==> src/hdl/dbq_pkg.sv <==
// ----------------------------------------------------------------------------
// Descriptor batch queue package
// Types, codes and constants shared by the queue modules.
// ----------------------------------------------------------------------------
package dbq_pkg;

	localparam int ENTRIES_DEF = 32;

	localparam int IN_TDATA_W  = 128;
	localparam int OUT_TDATA_W = 160;

	localparam logic [31:0] END_BIT   = 32'h8000_0000;
	localparam logic [31:0] LOCAL_BIT = 32'h4000_0000;
	localparam logic [31:0] BLOCK_BIT = 32'h1000_0000;

	typedef enum logic [1:0] {
		KIND_QUEUE = 2'd0,
		KIND_IDLE  = 2'd1,
		KIND_QUERY = 2'd2,
		KIND_READ  = 2'd3
	} kind_t;

	typedef enum logic [1:0] {
		ST_RUNNING  = 2'd0,
		ST_WAITING  = 2'd1,
		ST_FINISHED = 2'd2
	} status_t;

	typedef struct packed {
		kind_t       kind;
		logic [23:0] src_addr;
		logic [28:0] dest_addr;
		logic [25:0] size_bytes;
		logic        irq_local;
		logic        irq_remote;
		logic [5:0]  group_len;
		logic        chan_busy;
		logic [31:0] query_ticket;
		logic [5:0]  entry_select;
	} item_t;

	// stored descriptor, end mark kept apart
	typedef struct packed {
		logic        irq_local;
		logic [23:0] src;
		logic [23:0] words;
		logic        irq_remote;
		logic [23:0] blocks;
		logic [28:0] dest;
	} desc_word_t;

	typedef struct packed {
		logic store;
		logic end_mark;
		logic clear;
		logic rd;
	} mem_ctl_t;

	typedef struct packed {
		logic        accepted;
		logic [31:0] ticket;
		status_t     status;
		logic        launch;
		logic        launch_buffer;
		logic        rd_hit;
	} result_t;

endpackage

==> src/hdl/dbq_ctrl.sv <==
// ----------------------------------------------------------------------------
// Queue control
// Group admission, fill and buffer state, launch decision, status query and entry read.
// ----------------------------------------------------------------------------
module dbq_ctrl #(
	parameter int ENTRIES = dbq_pkg::ENTRIES_DEF
) (
	input  logic                             clk,
	input  logic                             arst_n,
	input  dbq_pkg::item_t                   item,
	input  logic                             step,
	output dbq_pkg::result_t                 res,
	output dbq_pkg::mem_ctl_t                mem,
	output logic [$clog2(2*ENTRIES)-1:0]     wr_slot,
	output dbq_pkg::desc_word_t              wr_data,
	output logic [$clog2(2*ENTRIES)-1:0]     rd_slot
);

	localparam int FW = $clog2(ENTRIES+1);
	localparam int AW = $clog2(2*ENTRIES);

	logic [FW-1:0] fill_q,   fill_d;
	logic          active_q, active_d;
	logic [15:0]   batch_q,  batch_d;
	logic [5:0]    rem_q,    rem_d;
	logic          rej_q,    rej_d;
	logic [FW-1:0] hwm_q [2];
	logic [FW-1:0] hwm_d [2];

	dbq_pkg::mem_ctl_t mem_c;
	logic              launch_now;
	logic [31:0]       free_w;
	logic [31:0]       fill_ext;
	logic [31:0]       wr_base;
	logic [31:0]       rd_base;
	logic [4:0]        rd_idx;
	logic              rd_buf;
	logic [15:0]       qid;
	logic [26:0]       size_p3;
	logic [24:0]       words4;

	assign free_w   = 32'(ENTRIES) - 32'(fill_q);
	assign fill_ext = 32'(fill_q);
	assign rd_idx   = item.entry_select[4:0];
	assign rd_buf   = item.entry_select[5];
	assign qid      = item.query_ticket[31:16];

	assign wr_base = (active_q ? 32'(ENTRIES) : 32'd0) + fill_ext;
	assign rd_base = (rd_buf ? 32'(ENTRIES) : 32'd0) + 32'(rd_idx);
	assign wr_slot = wr_base[AW-1:0];
	assign rd_slot = rd_base[AW-1:0];

	assign size_p3            = {1'b0, item.size_bytes} + 27'd3;
	assign words4             = size_p3[26:2];
	assign wr_data.irq_local  = item.irq_local;
	assign wr_data.src        = item.src_addr;
	assign wr_data.words      = words4[23:0];
	assign wr_data.irq_remote = item.irq_remote;
	assign wr_data.blocks     = 24'(size_p3[26:4]) + {22'd0, words4[1:0]};
	assign wr_data.dest       = item.dest_addr;

	always_comb begin
		fill_d     = fill_q;
		active_d   = active_q;
		batch_d    = batch_q;
		rem_d      = rem_q;
		rej_d      = rej_q;
		hwm_d      = hwm_q;
		res        = '0;
		mem_c      = '0;
		launch_now = 1'b0;
		unique case (item.kind)
			dbq_pkg::KIND_QUEUE: begin
				if (rem_q == '0) begin
					if (item.group_len == '0 || 32'(item.group_len) > free_w) begin
						rej_d = 1'b1;
						rem_d = (item.group_len == '0) ? 6'd0 : item.group_len - 6'd1;
					end else begin
						rej_d       = 1'b0;
						rem_d       = item.group_len - 6'd1;
						res.ticket  = {batch_q, fill_ext[7:0], 2'b00, item.group_len};
						mem_c.clear = (fill_q != '0);
					end
				end else begin
					rem_d = rem_q - 6'd1;
				end
				if (!rej_d) begin
					res.accepted   = 1'b1;
					mem_c.store    = (fill_ext < 32'(ENTRIES));
					mem_c.end_mark = (rem_d == '0);
					if (mem_c.store) begin
						fill_d = fill_q + FW'(1);
						if (fill_q == hwm_q[active_q])
							hwm_d[active_q] = fill_q + FW'(1);
					end
					if (rem_d == '0 && !item.chan_busy)
						launch_now = 1'b1;
				end
			end
			dbq_pkg::KIND_IDLE: begin
				if (rem_q == '0 && !item.chan_busy && fill_q != '0)
					launch_now = 1'b1;
			end
			dbq_pkg::KIND_QUERY: begin
				res.status = dbq_pkg::ST_FINISHED;
				if (item.chan_busy) begin
					if (qid == batch_q)
						res.status = dbq_pkg::ST_WAITING;
					else if (qid + 16'd1 == batch_q)
						res.status = dbq_pkg::ST_RUNNING;
				end
			end
			dbq_pkg::KIND_READ: begin
				res.rd_hit = (32'(rd_idx) < 32'(hwm_q[rd_buf]));
				mem_c.rd   = res.rd_hit;
			end
			default: begin
				res = '0;
			end
		endcase
		if (launch_now) begin
			res.launch        = 1'b1;
			res.launch_buffer = active_q;
			batch_d           = batch_q + 16'd1;
			active_d          = ~active_q;
			fill_d            = '0;
		end
	end

	assign mem = step ? mem_c : '0;

	always_ff @(posedge clk or negedge arst_n) begin
		if (!arst_n) begin
			fill_q   <= '0;
			active_q <= 1'b0;
			batch_q  <= '0;
			rem_q    <= '0;
			rej_q    <= 1'b0;
			hwm_q[0] <= '0;
			hwm_q[1] <= '0;
		end else if (step) begin
			fill_q   <= fill_d;
			active_q <= active_d;
			batch_q  <= batch_d;
			rem_q    <= rem_d;
			rej_q    <= rej_d;
			hwm_q[0] <= hwm_d[0];
			hwm_q[1] <= hwm_d[1];
		end
	end

endmodule

==> config.mk <==
export PLATFORM = sky130hd
export DESIGN_NAME = dbq_ctrl
export DESIGN_NICKNAME = d
export VERILOG_FILES = /design/src/hdl/dbq_pkg.sv /design/src/hdl/dbq_ctrl.sv
export SDC_FILE = /design/constraint.sdc
export NUM_CORES = 1
export LEC_CHECK = 0
export ABC_AREA = 1
export BUFFER_PORTS_ARGS = -buffer_cell sky130_fd_sc_hd__clkbuf_2
export CORE_MARGIN = 3
export CORE_UTILIZATION = 52
export DETAILED_ROUTE_END_ITERATION = 10
export GPL_ROUTABILITY_DRIVEN = 0
export PLACE_DENSITY = 0.94
export SYNTH_ARGS = -nofsm -noshare
export SYNTH_HDL_FRONTEND = slang
export SYNTH_SLANG_ARGS = --single-unit
==> constraint.sdc <==
create_clock -name clk -period 8.35 [get_ports clk]
set_input_delay 1.67 -clock clk [delete_from_list [all_inputs] [get_ports clk]]
set_output_delay 1.67 -clock clk [all_outputs]
set_load 0.005 [all_outputs]
==> results.md <==
- RSZ-0062 raised after global routing: no
- Worst path required time: 6.68 ns
- Fin Setup TNS: 0 ns
- Hold WC Path Type: flip-flop to flip-flop
- Final min period: 5.92 ns
- Post-DP HPWL: 13500 um
- Horiz. Die Dim: 112 um
- Core area: 10600 um2
- Post-CTS sizing: 0
- Placed instance area: 6150 um2
- Area Growth Syn to Fin: 7.62%
- Count of final setup violators: 0
- Tcrit/Tclk final: 0.709
- TritonCTS sink count: 42
- Initial Utilization: 0.549
- Mapped Area: 5820 um2
- Sequential share of the synthesized area: 0.181
- Hold_ws: 0.503 ns
- GRT overflow: 0
- Register area: 1050 um2
- Number of hold violations in the final report: 0
- Total setup buffers inserted after CTS: 0
- Worst Setup SP: item[39]
- IO Count: 288
- Worst-Skew Late Latency: 0.30 ns
- Multi-input gate area: 3660 um2
- Status: complete, no violations
- Wirelength, routed: 16700 um
- Final worst slack: 2.43 ns
- Fill count: 971
- Leakage: 3.38 nW
- Tightest Pin Transition: 1.09 ns
- Initial antenna violation count: 0
- CTS clk-pin slew, worst paths: 0.08 ns
- Layout cell share with drive strength beyond 1: 0.229
- Post-Place Setup Slack: 2.46 ns
- Netlist cell types: 44
- R2R Path Start: fill_q[0]
- Die area: 12500 um2
- Slew Viols, Final: 0
- Clock Tree Buf Depth: 2
- Vias in the first global route: 5915
- Largest net degree at the start of global routing: 43
- Avg Cell Area, Syn: 6.23 um2
- Rel. slew slack: 0.270
- Row cnt: 37
- Hold Startpoint: hwm_q[9]
- Fmax: 0.169 GHz
- Residual DRC count: 0
- Port bufs: 156
- CTS Hold Bufs: 0
- DR pass1 iterations: 5
- CP Launch Type: primary input
- Flop and latch count out of synthesis: 42
- CP arrival: 4.25 ns
- P per Cell Area: 165 nW/um2
- TritonCTS clock tree: yes
- Htree depth: 2
- Final Cell Area: 6260 um2
- Num CTS Buffers: 5
- N_diodes: 0
- Max IR drop VDD: 0.143 mV
- Vias per std cell: 5.61
- First-pass GRT wire length: 27900 um
- Core Util, Final: 0.590
- Nets: 1160
- Worst setup path class: primary input to output port
- Starting DRC count in detailed routing: 659
- DIE HEIGHT: 112 um
- Via count: 6430
- Clock skew: 0.00367 ns
- Syn Inst Count: 933
- Gr usage total: 0.261
- Crit path max fanout: 31
- Maxcap violations: 0
- DR WL/cell: 14.6 um
- CP Capture Type: output port
- Root buf cell: clkbuf_8
- Synth Warn #: 0
- Antenna Violating Nets Remaining: 0
-- synthesized netlist by cell type, drive strengths merged --
library cell | count | share of area
a21o | 1 | 0.0013
o22ai | 1 | 0.0011
clkbuf | 9 | 0.0058
nor3b | 1 | 0.0013
or2 | 5 | 0.0054
nor4 | 5 | 0.0065
a21oi | 14 | 0.013
fa | 1 | 0.0034
nand3b | 2 | 0.0032
xnor2 | 9 | 0.014
dfrtp | 42 | 0.18
o21bai | 2 | 0.0026
o21ai | 33 | 0.028
nor3 | 56 | 0.054
o221ai | 1 | 0.0015
o2111a | 1 | 0.0019
buf | 81 | 0.10
inv | 128 | 0.083
o211ai | 1 | 0.0013
clkinv | 2 | 0.0013
nor2 | 95 | 0.078
and3b | 1 | 0.0015
ha | 18 | 0.039
conb | 1 | 0.00064
nand2 | 247 | 0.16
nand4 | 36 | 0.039
nand3 | 79 | 0.073
xor2 | 60 | 0.092
and2 | 1 | 0.0011
-- area by class of cell --
| cell class | count | share of cell area |
|---|---|---|
| Clock buffer | 6 | 0.0132 |
| Inverter | 130 | 0.0780 |
| Clock inverter | 1 | 0.00480 |
| Sequential cell | 42 | 0.168 |
| Tap cell | 136 | 0.0272 |
| Timing Repair Buffer | 156 | 0.125 |
| Multi-Input combinational cell | 675 | 0.584 |
-- state kept, by name, indices dropped and copies added (netlist names) --
signal    flops
active_q      1
batch_q      16
fill_q        6
hwm_q        12
rej_q         1
rem_q         6
-- report_power, final --
part	total, mW	switching, mW	internal, mW
clock network	0.168	0.0724	0.0958
logic	0.570	0.371	0.199
registers	0.294	0.0537	0.241
-- placed cells by master, fill, tap and decap left out, types with 7 or more instances in the layout --
cell      instances
xor2_1           59
nor2_1           73
a21oi_1          12
nand2_2          12
ha_1             18
dfrtp_1          42
clkbuf_2        156
o21ai_1           7
o21ai_0          26
inv_1           113
nand3_1          73
nor2_4            8
inv_2            15
nor2_2           14
nor3_1           51
xnor2_1           9
nand2_1         235
nand4_1          36
-- final timing paths --
path / endpoint / slack, ns / depth (start not counted)
max: res[1] / 2.43 / 15
min: hwm_q[9] / 0.50 / 2
max reg2reg: hwm_q[2] / 4.11 / 21
min reg2reg: hwm_q[9] / 0.50 / 2
max in group asynchronous: batch_q[10] / 6.16 / 1
min in group asynchronous: hwm_q[8] / 1.54 / 1
-- worst max-delay path, stage by stage --
cell and delay, ns:
clkbuf_2 0.08, inv_1 0.19, ha_1 0.23, inv_1 0.06
nor2_2 0.13, nand3_2 0.10, nand2_2 0.12, inv_2 0.03
nand2_1 0.78, a21oi_2 0.14, nand2_1 0.16, nand2_1 0.09
nand2_1 0.27, nor2_1 0.07, clkbuf_2 0.12
-- through the flow --
stage | power, mW | cells
2_1_floorplan | 0.722 | 937
3_3_place_gp | 0.826 | 1139
3_5_place_dp | 0.851 | 1139
4_1_cts | 1.02 | 1146
5_1_grt | 1.12 | 1146
6_report | 1.03 | 1146
-- cells by family after synthesis --
kind of cell    synth area share
compound gates            0.0514
xor+xnor                   0.105
fa+ha+maj                 0.0422
buf+inv                    0.193
flops                      0.181
other cells             0.000645
simple gates               0.427
-- metal layers --
metal | vias up | global-route usage | routed length (um)
li1 | 3059 | - | -
met1 | 2889 | 0.332 | 6640
met2 | 412 | 0.445 | 7910
met3 | 70 | 0.0386 | 1540
met4 | 0 | 0.101 | 621
met5 | - | 0 | 0
No activity file was read; power rests on OpenSTA's default activity.
